## src/rtl/capacitive_touch_bandpass_detector_core_assert.svh

```systemverilog
// Assertion macros shared by the capacitive touch detector RTL
`ifndef CAPACITIVE_TOUCH_BANDPASS_DETECTOR_CORE_ASSERT_SVH
`define CAPACITIVE_TOUCH_BANDPASS_DETECTOR_CORE_ASSERT_SVH

// same-cycle implication, disabled during reset
`define CTBD_ASSERT_IMP(lbl, clk, rst, ante, cons) \
  lbl: assert property (@(posedge clk) disable iff (rst) (ante) |-> (cons)) \
    else $error("assertion failed");

// next-cycle implication, disabled during reset
`define CTBD_ASSERT_NXT(lbl, clk, rst, ante, cons) \
  lbl: assert property (@(posedge clk) disable iff (rst) (ante) |=> (cons)) \
    else $error("assertion failed");

`endif

```

## src/rtl/ctbd_pkg.sv

```systemverilog
// Shared constants, types and the moving-average function
package ctbd_pkg;

  localparam int unsigned SampleW = 15;
  localparam int unsigned AvgW    = 16;
  localparam int unsigned ThrW    = 16;
  localparam int unsigned InDataW  = 16;
  localparam int unsigned OutDataW = 40;

  localparam int unsigned SlowShift = 6;
  localparam int unsigned FastShift = 3;
  localparam int unsigned ActShift  = 3;

  localparam logic [ThrW-1:0] ThresholdReset = 16'd8;

  typedef struct packed {
    logic                   presence;
    logic signed [AvgW-1:0] bandpass_value;
    logic [AvgW-1:0]        activity_level;
  } result_t;

  // ((2^k - 1) * avg + x) >> k, hot start when avg is zero
  function automatic logic [AvgW-1:0] ema(input logic [AvgW-1:0] avg,
                                          input logic [AvgW-1:0] x,
                                          input int unsigned k);
    logic [AvgW+SlowShift:0] acc;
    acc = (({(SlowShift+1)'(0), avg}) << k) - {(SlowShift+1)'(0), avg}
          + {(SlowShift+1)'(0), x};
    if (avg == '0) begin
      return x;
    end
    return AvgW'(acc >> k);
  endfunction

endpackage

```

## src/rtl/capacitive_touch_bandpass_detector_core.sv

```systemverilog
// Top level: stream input register, detector datapath, output register
// An accepted input request reaches m_tvalid via the input register and the output register.
// Throughput: one sample per clock while m_tready is high; the datapath updates all averages at once.
// While a result waits a new sample still enters an empty input register; s_tready
// drops only when both stages hold an item and m_tready is low.
// Reset (rst, synchronous): averages, previous bandpass and presence cleared,
// threshold set to 8, both stream stages emptied.
module capacitive_touch_bandpass_detector_core (
  input  logic                            clk,
  input  logic                            rst,
  input  logic                            s_tvalid,
  output logic                            s_tready,
  input  logic [ctbd_pkg::InDataW-1:0]    s_tdata,   // [14:0] sample
  output logic                            m_tvalid,
  input  logic                            m_tready,
  output logic [ctbd_pkg::OutDataW-1:0]   m_tdata,   // [0] presence, [16:1] bandpass_value,
                                                     // [32:17] activity_level
  input  logic                            cfg_wen,
  input  logic [ctbd_pkg::ThrW-1:0]       cfg_wdata
);
  import ctbd_pkg::*;

  logic               in_valid;
  logic [SampleW-1:0] in_sample;
  logic [ThrW-1:0]    threshold;
  logic               load;
  result_t            res;
  result_t            out_res;

  assign load     = in_valid && (!m_tvalid || m_tready);
  assign s_tready = !in_valid || load;

  always_ff @(posedge clk) begin
    if (rst) begin
      threshold <= ThresholdReset;
    end else if (cfg_wen) begin
      threshold <= cfg_wdata;
    end
  end

  always_ff @(posedge clk) begin
    if (rst) begin
      in_valid <= 1'b0;
    end else if (s_tready) begin
      in_valid <= s_tvalid;
    end
  end

  always_ff @(posedge clk) begin
    if (s_tvalid && s_tready) begin
      in_sample <= s_tdata[SampleW-1:0];
    end
  end

  ctbd_datapath u_datapath (
    .clk       (clk),
    .rst       (rst),
    .en        (load),
    .sample    (in_sample),
    .threshold (threshold),
    .res       (res)
  );

  always_ff @(posedge clk) begin
    if (rst) begin
      m_tvalid <= 1'b0;
    end else if (load) begin
      m_tvalid <= 1'b1;
    end else if (m_tready) begin
      m_tvalid <= 1'b0;
    end
  end

  always_ff @(posedge clk) begin
    if (load) begin
      out_res <= res;
    end
  end

  assign m_tdata = {7'd0, out_res.activity_level, out_res.bandpass_value, out_res.presence};

`include "capacitive_touch_bandpass_detector_core_assert.svh"

  `CTBD_ASSERT_NXT(a_input_kept, clk, rst, in_valid && !load, in_valid)
  `CTBD_ASSERT_IMP(a_ready_when_out_free, clk, rst, !m_tvalid, s_tready)
  `CTBD_ASSERT_NXT(a_load_gives_result, clk, rst, load, m_tvalid)

endmodule

```

## src/rtl/ctbd_datapath.sv

```systemverilog
// Averaging state and combinational update of the bandpass detector
module ctbd_datapath (
  input  logic                              clk,
  input  logic                              rst,
  input  logic                              en,
  input  logic [ctbd_pkg::SampleW-1:0]      sample,
  input  logic [ctbd_pkg::ThrW-1:0]         threshold,
  output ctbd_pkg::result_t                 res
);
  import ctbd_pkg::*;

  logic [AvgW-1:0]        slow_avg, slow_avg_next;
  logic [AvgW-1:0]        fast_avg, fast_avg_next;
  logic [AvgW-1:0]        act_avg, act_avg_next;
  logic signed [AvgW-1:0] prev_bp;
  logic                   presence, presence_next;

  logic [AvgW-1:0]        x;
  logic signed [AvgW:0]   bp_wide;
  logic signed [AvgW+1:0] diff;
  logic [AvgW-1:0]        delta;

  always_comb begin
    x             = {1'b0, sample};
    slow_avg_next = ema(slow_avg, x, SlowShift);
    fast_avg_next = ema(fast_avg, x, FastShift);
    bp_wide       = $signed({1'b0, slow_avg_next}) - $signed({1'b0, fast_avg_next});
    diff          = {bp_wide[AvgW], bp_wide} - {{2{prev_bp[AvgW-1]}}, prev_bp};
    delta         = diff[AvgW+1] ? AvgW'(-diff) : AvgW'(diff);
    act_avg_next  = ema(act_avg, delta, ActShift);
    presence_next = presence;
    if (act_avg_next > threshold) begin
      presence_next = (x < slow_avg_next);
    end
    res.presence       = presence_next;
    res.bandpass_value = bp_wide[AvgW-1:0];
    res.activity_level = act_avg_next;
  end

  always_ff @(posedge clk) begin
    if (rst) begin
      slow_avg <= '0;
      fast_avg <= '0;
      act_avg  <= '0;
      prev_bp  <= '0;
      presence <= 1'b0;
    end else if (en) begin
      slow_avg <= slow_avg_next;
      fast_avg <= fast_avg_next;
      act_avg  <= act_avg_next;
      prev_bp  <= bp_wide[AvgW-1:0];
      presence <= presence_next;
    end
  end

`include "capacitive_touch_bandpass_detector_core_assert.svh"

  `CTBD_ASSERT_NXT(a_presence_hold, clk, rst, en && (act_avg_next <= threshold), presence == $past(presence))
  `CTBD_ASSERT_NXT(a_slow_hot_start, clk, rst, en && (slow_avg == '0), slow_avg == $past(x))
  `CTBD_ASSERT_NXT(a_fast_hot_start, clk, rst, en && (fast_avg == '0), fast_avg == $past(x))

endmodule
```

## config.mk

```make
export PLATFORM = sky130hd
export DESIGN_NAME = capacitive_touch_bandpass_detector_core
export DESIGN_NICKNAME = d
export VERILOG_FILES = /design/src/rtl/ctbd_pkg.sv /design/src/rtl/capacitive_touch_bandpass_detector_core.sv /design/src/rtl/ctbd_datapath.sv
export VERILOG_INCLUDE_DIRS = /design/src /design/src/rtl
export SDC_FILE = /design/constraint.sdc
export NUM_CORES = 1
export LEC_CHECK = 0
export BUFFER_PORTS_ARGS = -buffer_cell sky130_fd_sc_hd__buf_2
export CAP_MARGIN = 20
export CORE_MARGIN = 3
export CORE_UTILIZATION = 35
export DETAILED_ROUTE_END_ITERATION = 8
export SLEW_MARGIN = 20
export SYNTH_ARGS = -nofsm -noshare
export SYNTH_HDL_FRONTEND = slang
export SYNTH_HIERARCHICAL = 1
export SYNTH_SLANG_ARGS = --single-unit
```

## constraint.sdc

```tcl
create_clock -name clk -period 16.68 [get_ports clk]
set_clock_uncertainty 0.1 [all_clocks]
set_input_delay 1.668 -clock clk [delete_from_list [all_inputs] [get_ports clk]]
set_output_delay 1.668 -clock clk [all_outputs]
set_load 0.05 [all_outputs]
```

==> summary.md, run 1 <==
| Metric | Value |
|---|---|
| Initial DRT Pass Iterations | 5 |
| Worst min path class | reg2reg |
| Total wire length | 26500 um |
| Status | finished, final reports clean |
| Clock sink total | between 100 and 150 |
| CP endpoint kind | register |
| # hold bufs at CTS | 0 |
| Layout cell share with drive strength beyond 1 | 10.9% |
| Clock transition at path regs | 60 ps |
| Maximum fanout along the worst path | 7 |
| CTS tree | built |
| Final hold vios | 0 |
| #FFs+latches synth | 131 |
| Synthesis-to-layout area growth | 11.1% |
| Final WS setup | approximately 4400 ps |
| Mapped Area | around 11000 um2 |
| Setup violators final | 0 |
| Clock root buffer | clkbuf_16 |
| Max Slew Vio Count | 0 |
| Predominant post-synthesis flop cell | dfxtp_1 |
| Initial DRC count | 489 |
| Postcts setup bufs | 0 |
| Critical path's slowest cell | or4_1 |
| Net count, final | 1497 |
| Most frequent CP cell | ha_1 |
| Core footprint | 30800 um2 |
| Post-layout min period | 12280 ps |
| Initial Util | a little over a third |
| HPWL Detailed | slightly above 20000 um |
| Pre-CTS setup slack | 4450 ps |
| Setup tns final | 0 ps |
| # Max-Cap Violations | 0 |
| Largest net degree at the start of global routing | 87 |
| CTS Buf Count | 17 |
| Vias in the first global route | 8568 |
| Worst Hold Slack | 371 ps |
| Worst Path Required | roughly 17000 ps |
| Initial antenna violation count | 0 |
| Avg Cell Area, Syn | 8.80 um2 |
| All-Layer GR Usage | 15.8% |
| GP Congestion | 0.814 |
| Worst-Margin Slew | about 1000 ps |
| Ports | 79 |
| Vias | 8911 |
| Crit path kind | reg2reg |
| Die W | 184 um |
| Highest clock rate | 81.4 MHz |
| Gate Count Post-Synth | 1254 |
| Layout Utilization | 39.8% |
| Fin crit share | around three quarters |
| H-tree levels | 4 |
| CP startpoint kind | register |
| Worst Path Arrival | 12430 ps |
| Port bufs | 70 |
| DRC Markers | 0 |
| Routed Antenna Nets | 0 |
| Post-synth EDFFs | 48 |
| Worst-case clock buffer depth | 2 |
| Max incr delay on CP | between 600 and 700 ps |
| Clock latency on the worst-skew pair | 430 ps |
| GR Overflow Total | 0 |
| YS warnings | 6 |
| Row cnt | 64 |
| Synth async-reset ratio | 0% |
| WL/cell | 15.4 um |
| Antenna Cells | 0 |
| Vias per inst | 5.18 |
| Die Area | 33700 um2 |
| Slew HR | between 30% and 40% |
| RSZ-0062 raised after global routing | no |
| First-pass GRT wire length | 43100 um |
| Post-CTS Resized | 0 |
| Post-synthesis cell type count | 89 |
| Die height | around 180 um |
| Register area share after synthesis | between 20% and 30% |
[critical path, delay by kind of cell, from the launching register on]
family | cells | cell delay [ps]
compound gates | 24 | 5700
fa+ha+maj | 8 | 2690
simple gates | 10 | 1780
xor+xnor | 4 | 620
mux | 2 | 570
flops | 1 | 520
buf+inv | 1 | 130
[synth_stat cells (7+ instances only)]
cell	instances	share of area, %
nor3_1	17	0.77
edfxtp_1	48	13
nand2b_1	9	0.51
a211oi_1	32	2.2
o21ai_0	43	2.0
nand2_1	58	2.0
or3_1	10	0.57
fa_1	36	6.5
o21a_1	18	1.2
a21oi_1	78	3.5
nand4_1	9	0.51
xnor2_1	48	3.8
and2_1	9	0.51
buf_4	8	0.54
inv_1	173	5.9
dfxtp_1	83	15
o21ai_1	9	0.41
ha_1	114	13
mux2i_1	41	3.7
xor2_1	33	2.6
a31oi_1	11	0.62
nor2b_1	13	0.74
o211ai_1	7	0.48
nor2_1	132	4.5
nand3_1	20	0.91
a21o_1	23	1.6
clkbuf_1	23	0.78
mux2_2	11	1.1
[flip-flops by register name, summed over array words and instances (netlist names)]
signal / cells
in_sample: 15
m_tvalid: 1
u_datapath/slow_avg: 16
in_valid: 1
m_tdata: 33
u_datapath/presence: 1
u_datapath/act_avg: 16
threshold: 16
u_datapath/fast_avg: 16
u_datapath/prev_bp: 16
[layout make-up]
type                            count  area [um2]
Clock buffer                       22         465
Fill cell                        3133       18600
Tap cell                          396         495
Timing Repair Buffer               73         377
Multi-Input combinational cell    913        7080
Clock inverter                     10        83.8
Inverter                          174         653
Sequential cell                   131        3100
[worst paths after layout]
kind	depth (start not counted)	end	startpoint	slack, ps
setup / recovery	49	m_tdata[0]	in_sample[3]	4400
hold / removal	2	u_datapath/presence	u_datapath/presence	370
setup reg to reg	49	m_tdata[0]	in_sample[3]	4400
hold reg to reg	2	u_datapath/presence	u_datapath/presence	370
[layout by cell type, fill, tap and decap left out, types with 23 or more instances in the layout]
cell type / count
xnor2_1: 48
nor2_1: 132
fa_1: 36
a21o_1: 23
ha_1: 114
inv_1: 173
a21oi_1: 78
a211oi_1: 32
mux2i_1: 41
nand2_1: 58
xor2_1: 33
edfxtp_1: 48
o21ai_0: 43
dfxtp_1: 83
buf_2: 70
[layer usage]
layer | share of wire [%] | vias up | GRT usage (%)
li1 | - | 4485 | -
met1 | 47 | 4206 | 20.7
met2 | 48 | 192 | 26.8
met3 | 3.8 | 28 | 2.69
met4 | 1.7 | 0 | 4.42
met5 | 0 | - | 0
[per-stage QoR]
stage	cell area [um2]	cells
2_1_floorplan	11100	1260
3_3_place_gp	11700	1686
3_5_place_dp	11700	1686
4_1_cts	12200	1718
5_1_grt	12300	1719
6_report	12300	1719
[kinds of logic (layout without fill, tap and decap cells)]
family | Yosys count | in the layout | synth area share, %
adder cells (fa/ha/maj) | 156 | 156 | 20.1
other | 1 | 7 | 0.0340
AO/OA/AOI/OAI | 301 | 301 | 18.8
flip-flops | 131 | 131 | 28.1
buffers and inverters | 216 | 279 | 7.95
AND/OR/NAND/NOR | 316 | 316 | 13.8
XOR/XNOR | 81 | 81 | 6.43
multiplexers | 52 | 52 | 4.84
Power of run 1 is left out: the tool's default activity adds up to more than one toggle a clock period on the data nets, which glitch-free logic cannot reach.
==> inputs of run 2 (changes only) <==
--- a/config.mk
+++ b/config.mk
@@ -6,6 +6,7 @@
 export SDC_FILE = /design/constraint.sdc
 export NUM_CORES = 1
 export LEC_CHECK = 0
+export ABC_AREA = 1
 export BUFFER_PORTS_ARGS = -buffer_cell sky130_fd_sc_hd__buf_2
 export CAP_MARGIN = 20
 export CORE_MARGIN = 3
==> constraint.sdc (replaced) <==
create_clock -name clk -period 10.4 [get_ports clk]
set_clock_uncertainty 0.1 [all_clocks]
set_input_delay 1.04 -clock clk [delete_from_list [all_inputs] [get_ports clk]]
set_output_delay 1.04 -clock clk [all_outputs]
set_load 0.05 [all_outputs]
==> run 2 against run 1 <==
Synthesized cell count is 51% higher. Hold slack lost 12 ps. Utilization grew 0.059 points. First-iteration DRC count increased by 55%. Via count up 35%. Worst setup slack got worse by 3600 ps. Non-clock buffer count is 12 higher. Area after synthesis up 15%. Critical path type unchanged.
==> summary.md, run 2 <==
| Metric | Value |
|---|---|
| Status | finished, final reports clean |
| Worst Path Required | 10680 ps (-6150 ps) |
| YS warnings | 6 (unchanged) |
| Worst-case clock buffer depth | 2 (unchanged) |
| Critical R2R Capture | u_datapath/presence |
| Routed Antenna Nets | 0 (unchanged) |
| Most Used Layer, Global Route | met2 |
| GP Congestion | 0.925 (+14%) |
| Post-synth EDFFs | 48 (unchanged) |
| Maximum fanout along the worst path | 9 (+2) |
| H-tree levels | 4 (unchanged) |
| Max reg flops | 33 (unchanged) |
| Antenna Cells | 0 (unchanged) |
| Pre-CTS setup slack | 514 ps (-3930 ps) |
| Predominant post-synthesis flop cell | dfxtp_1 |
| Largest net degree at the start of global routing | 73 (-16%) |
| Die W | 196 um (+6.9%) |
| Most instantiated cells after synthesis | nand2_1, inv_1, nand3_1, a21oi_1, nor2_1 |
| Most frequent cells in the layout | nand2_1, inv_1, nand3_1, a21oi_1, nor2_1 |
| CP startpoint kind | register |
| Fill cells | 3753 (+20%) |
| Die height | 196 um (+6.9%) |
| Post-layout min period | 9640 ps (-2640 ps) |
| Post-synthesis cell type count | 58 (-35%) |
| Worst Reg-to-Reg Cells | 66 (+35%) |
| # hold bufs at CTS | 0 (unchanged) |
| WL/cell | 14.4 um (-6.6%) |
| Slew HR | 26.9% (-6.5 points) |
| Die Area | 38500 um2 (+14%) |
| Hold EP | threshold[3] |
| Avg Cell Area, Syn | 6.71 um2 (-24%) |
| GR Overflow Total | 0 (unchanged) |
| HPWL Detailed | 28300 um (+40%) |
| Worst flop-to-flop path startpoint | in_sample[7] |
| Crit path kind | reg2reg |
| Total wire length | 35100 um (+32%) |
| CTS tree | built |
| Synthesis-to-layout area growth | 12.1% |
| Highest clock rate | 104 MHz (+27%) |
| Row cnt | 69 (+7.8%) |
| Critical path's slowest cell | fa_1 |
| CTS Buf Count | 17 (unchanged) |
| Met3 Track Usage GR | 2.40% (-0.29 points) |
| Final Non-Filler Cells | 2433 (+42%) |
| CP endpoint kind | register |
| Vias per inst | 4.93 (-4.8%) |
| Initial DRC count | 757 (+55%) |
| GR Util met1 | 24.0% (+3.3 points) |
| Yosys top cell area share | 13.6% (-1.5 points) |
| Max Slew Vio Count | 0 (unchanged) |
| Initial DRT Pass Iterations | 5 (unchanged) |
| Clock root buffer | clkbuf_16 |
| Gate Count Post-Synth | 1889 (+51%) |
| Worst Path Arrival | 9910 ps (-2520 ps) |
| Clock transition at path regs | 70 ps (about the same) |
| Fin crit share | 92.7% (+19 points) |
| Met2 usage | 31.4% (+4.5 points) |
| Max incr delay on CP | 560 ps (-80 ps) |
| Mapped Area | 12700 um2 (+15%) |
| Multi-input logic area | 8010 um2 (+13%) |
| Final WS setup | 763 ps (-3640 ps) |
| # Max-Cap Violations | 0 (unchanged) |
| Register area | 3100 um2 (unchanged) |
| Cell taking the most area after synthesis | nand2_1 |
| Hold_sp | threshold[3] |
| Clock latency on the worst-skew pair | 430 ps (about the same) |
| Initial antenna violation count | 0 (unchanged) |
| Vias | 12000 (+35%) |
| Initial Util | 35.5% (-0.26 points) |
| First-pass GRT wire length | 56800 um (+32%) |
| Core footprint | 35700 um2 (+16%) |
| Setup tns final | 0 ps (unchanged) |
| Synth area leaders | nand2_1, dfxtp_1, edfxtp_1 |
| Clock sink total | 131 (unchanged) |
| #FFs+latches synth | 131 (unchanged) |
| All-Layer GR Usage | 18.2% (+2.4 points) |
| DRC Markers | 0 (unchanged) |
| Net count, final | 2146 (+43%) |
| Worst min path class | reg2reg |
| Layout cell share with drive strength beyond 1 | 12.1% (+1.2 points) |
| Ports | 79 (unchanged) |
| Worst hold path depth | 2 (unchanged) |
| Most common cell after layout, fill and taps aside | nand2_1 |
| Dpl cells | 2398 (+42%) |
| Flop-to-flop setup slack | 760 ps (-3640 ps) |
| Vias in the first global route | 11200 (+31%) |
| Register area share after synthesis | 24.5% (-3.6 points) |
| Most frequent CP cell | nand2_1 |
| Cell with the most instances after synthesis | nand2_1 |
| Setup violators final | 0 (unchanged) |
| Port bufs | 70 (unchanged) |
| Synth async-reset ratio | 0% (unchanged) |
| Final hold vios | 0 (unchanged) |
| Worst-Margin Slew | 1100 ps (+96.0 ps) |
## run 2: changes by cell type in the layout (fill, tap and decap cells not counted), sizes merged, moves of 18 or more
| cell | delta |
|---|---|
| xnor2 | -32 |
| o21ai | +66 |
| mux2i | -41 |
| a21oi | +54 |
| a211oi | -32 |
| nand4 | +18 |
| nand3 | +128 |
| a21o | -19 |
| nand2 | +434 |
| inv | +216 |
## run 2: final cells by class
| class | count | share of cell area [%] |
|---|---|---|
| inverters | 388 | 10.3 |
| clock inverters | 13 | 0.829 |
| clock buffers | 19 | 3.27 |
| flip-flops and latches | 131 | 21.9 |
| repair buffers | 85 | 3.26 |
| multi-input cells | 1336 | 56.4 |
| well taps | 461 | 4.06 |
## run 2: repair_timing
item | CTS | global route
resized for setup | 0 | 25
buffers inserted | 0 | 3
endpoints found under the setup margin | 0 | 2
## run 2: cells by family after synthesis
group / Yosys count / share of synthesized area, %
AO/OA/AOI/OAI: 292 / 12.6
XOR/XNOR: 40 / 3.12
adder cells (fa/ha/maj): 150 / 17.0
buffers and inverters: 428 / 13.2
flip-flops: 131 / 24.5
other: 1 / 0.0296
AND/OR/NAND/NOR: 847 / 29.6
## run 2: worst max-delay path by stage
stage	start	to	cells past startpoint
6_report	in_sample[7]	u_datapath/presence	66
4_1_cts	in_sample[6]	u_datapath/presence	64
2_1_floorplan	in_sample[6]	m_tdata[0]	64
3_5_place_dp	in_sample[6]	u_datapath/presence	64
3_3_place_gp	in_sample[7]	u_datapath/presence	65
5_1_grt	in_sample[6]	u_datapath/presence	65
## run 2: worst max-delay path, delay by kind of cell (launching register included)
| family | cells | cell delay (ps) |
|---|---|---|
| fa+ha+maj | 7 | 2630 |
| buf+inv | 8 | 570 |
| flops | 1 | 450 |
| xor+xnor | 4 | 780 |
| compound gates | 10 | 1430 |
| simple gates | 37 | 3600 |
## run 2: routing by layer
layer / wire [um] / up-vias
met5: 0 / -
met2: 16700 / 288
met1: 16100 / 5510
met4: 829 / 0
li1: - / 6151
met3: 1420 / 52
## run 2: stage by stage
step	cell area (um2)	util, %	hold slack (ps)
after global placement	13500	37.9	344
after global routing	14200	39.8	380
after CTS	14100	39.5	362
final	14200	39.8	359
after floorplan	12700	-	329
after detailed placement	13500	37.9	346
Power of run 2 is left out for the same reason.
==> inputs of run 3 (changes only) <==
--- a/config.mk
+++ b/config.mk
@@ -6,7 +6,6 @@
 export SDC_FILE = /design/constraint.sdc
 export NUM_CORES = 1
 export LEC_CHECK = 0
-export ABC_AREA = 1
 export BUFFER_PORTS_ARGS = -buffer_cell sky130_fd_sc_hd__buf_2
 export CAP_MARGIN = 20
 export CORE_MARGIN = 3
==> run 3 against run 2 <==
Global-route usage is 0.90 points lower. Final cell count fell by 19%. Clock-buffer cell count grew 2. Via count is 18% lower. Routed wire length fell by 16%. Critical path type unchanged. Largest cell class unchanged.
==> summary.md, run 3 (synthesized netlist as in run 1, its figures left out) <==
| Metric | Value |
|---|---|
| Status | finished, final reports clean |
| Max reg flops | 33 (unchanged) |
| Core footprint | 30800 um2 (-14%) |
| Worst-Margin Slew | 997 ps (-98.4 ps) |
| Most frequent cells in the layout | buf_4, inv_1, nor2_1, ha_1, dfxtp_1 |
| Die W | 184 um (-6.5%) |
| Fin crit share | 97.4% (+4.7 points) |
| Ports | 79 (unchanged) |
| Clock root buffer | clkbuf_16 |
| CP startpoint kind | register |
| Layout cell share with drive strength beyond 1 | 30.5% (+18 points) |
| Die height | 184 um (-6.5%) |
| Largest net degree at the start of global routing | 87 (+19%) |
| Clock transition at path regs | 60 ps (about the same) |
| # Max-Cap Violations | 0 (unchanged) |
| CTS tree | built |
| Fill cells | 2906 (-23%) |
| Post-layout min period | 10130 ps (+492 ps) |
| Total wire length | 29600 um (-16%) |
| Maximum fanout along the worst path | 7 (-2) |
| Final Non-Filler Cells | 1970 (-19%) |
| Vias per inst | 5.01 (+1.5%) |
| CTS Buf Count | 17 (unchanged) |
| Net count, final | 1748 (-19%) |
| Critical path's slowest cell | or4_4 |
| Row cnt | 64 (-7.2%) |
| Slew HR | 33.5% (+6.6 points) |
| Crit path kind | reg2reg |
| GP Congestion | 0.865 (-6.5%) |
| All-Layer GR Usage | 17.3% (-0.90 points) |
| Multi-input logic area | 7650 um2 (-4.5%) |
| Routed Antenna Nets | 0 (unchanged) |
| Die Area | 33700 um2 (-13%) |
| Highest clock rate | 98.7 MHz (-4.9%) |
| Worst Path Required | 10560 ps (-120 ps) |
| Port bufs | 70 (unchanged) |
| Worst Path Arrival | 10290 ps (+380 ps) |
| HPWL Detailed | 22300 um (-21%) |
| # hold bufs at CTS | 0 (unchanged) |
| WL/cell | 15.0 um (+4.2%) |
| Vias in the first global route | 9720 (-14%) |
| Setup violators final | 0 (unchanged) |
| Initial DRC count | 478 (-37%) |
| Register area | 3100 um2 (unchanged) |
| Max Slew Vio Count | 0 (unchanged) |
| Initial antenna violation count | 0 (unchanged) |
| RSZ-0062 raised after global routing | yes |
| Final hold vios | 0 (unchanged) |
| Worst-case clock buffer depth | 2 (unchanged) |
| Clock sink total | 131 (unchanged) |
| Most common cell after layout, fill and taps aside | buf_4 |
| Initial DRT Pass Iterations | 5 (unchanged) |
| DRC Markers | 0 (unchanged) |
| Dpl cells | 1915 (-20%) |
| First-pass GRT wire length | 47500 um (-16%) |
| Vias | 9864 (-18%) |
| Max incr delay on CP | 550 ps (about the same) |
| Worst min path class | reg2reg |
| GR Overflow Total | 0 (unchanged) |
| CP endpoint kind | register |
| H-tree levels | 4 (unchanged) |
| Antenna Cells | 0 (unchanged) |
| Initial Util | 35.8% (+0.26 points) |
| Synthesis-to-layout area growth | 34.2% |
| Clock latency on the worst-skew pair | 430 ps (about the same) |
## run 3: cell types whose count changed in the layout (fill, tap and decap cells not counted), moves of 17 or more
cell and change:
a211oi_1 +25, xnor2_1 +27, inv_1 -201, a21o_1 +19, nand4_1 -17, mux2i_1 +40, nand2_1 -403, o21ai_0 -60
nand2_2 -30, a21oi_1 -68, nand3_1 -119, buf_4 +232
## run 3: per-layer routing
metal / track usage, % / wire, um / up-vias
li1: - / - / 4999
met1: 21.8 / 13200 / 4654
met2: 31.2 / 15100 / 184
met3: 2.65 / 914 / 27
met4: 4.20 / 398 / 0
met5: 0 / 0 / -
## run 3: stage by stage
step                      instance area [um2]  hold slack [ps]  util, %  worst slack [ps]  setup TNS, ps
after floorplan                         11100              334        -              86.4              0
after global placement                  13400              346     43.5              -469           -910
after detailed placement                13400              354     43.5              -635          -1220
after CTS                               14300              364     46.4              37.9              0
after global routing                    14800              387     48.0              -119           -221
final                                   14800              364     48.0               270              0
## run 3: cell type report
| cell class | instances | share of cell area, % |
|---|---|---|
| multi-input combinational | 913 | 51.7 |
| sequential | 131 | 21.0 |
| timing repair buffer | 324 | 15.4 |
| inverter | 174 | 4.41 |
| tap | 396 | 3.35 |
| clock buffer | 21 | 3.18 |
| clock inverter | 11 | 1.01 |
## run 3: path summary, 6_finish.rpt
kind	start	depth (start not counted)	endpoint	slack [ps]
min reg2reg	in_valid	2	m_tvalid	360
min	in_valid	2	m_tvalid	360
max reg2reg	in_sample[4]	51	m_tdata[0]	270
max	in_sample[4]	51	m_tdata[0]	270
## run 3: what timing repair did
| action | CTS | global route |
|---|---|---|
| pin swaps | 21 | 65 |
| resized for setup | 42 | 77 |
| buffers inserted | 8 | 15 |
| endpoints found under the setup margin | 2 | 2 |
## run 3: critical path: cells and delay by family (launching register included)
kind | cells | cell delay [ps]
xor+xnor | 4 | 640
buf+inv | 8 | 840
compound gates | 17 | 2740
fa+ha+maj | 7 | 1880
flops | 1 | 460
mux | 2 | 530
simple gates | 13 | 2750
Power of run 3 is left out for the same reason.
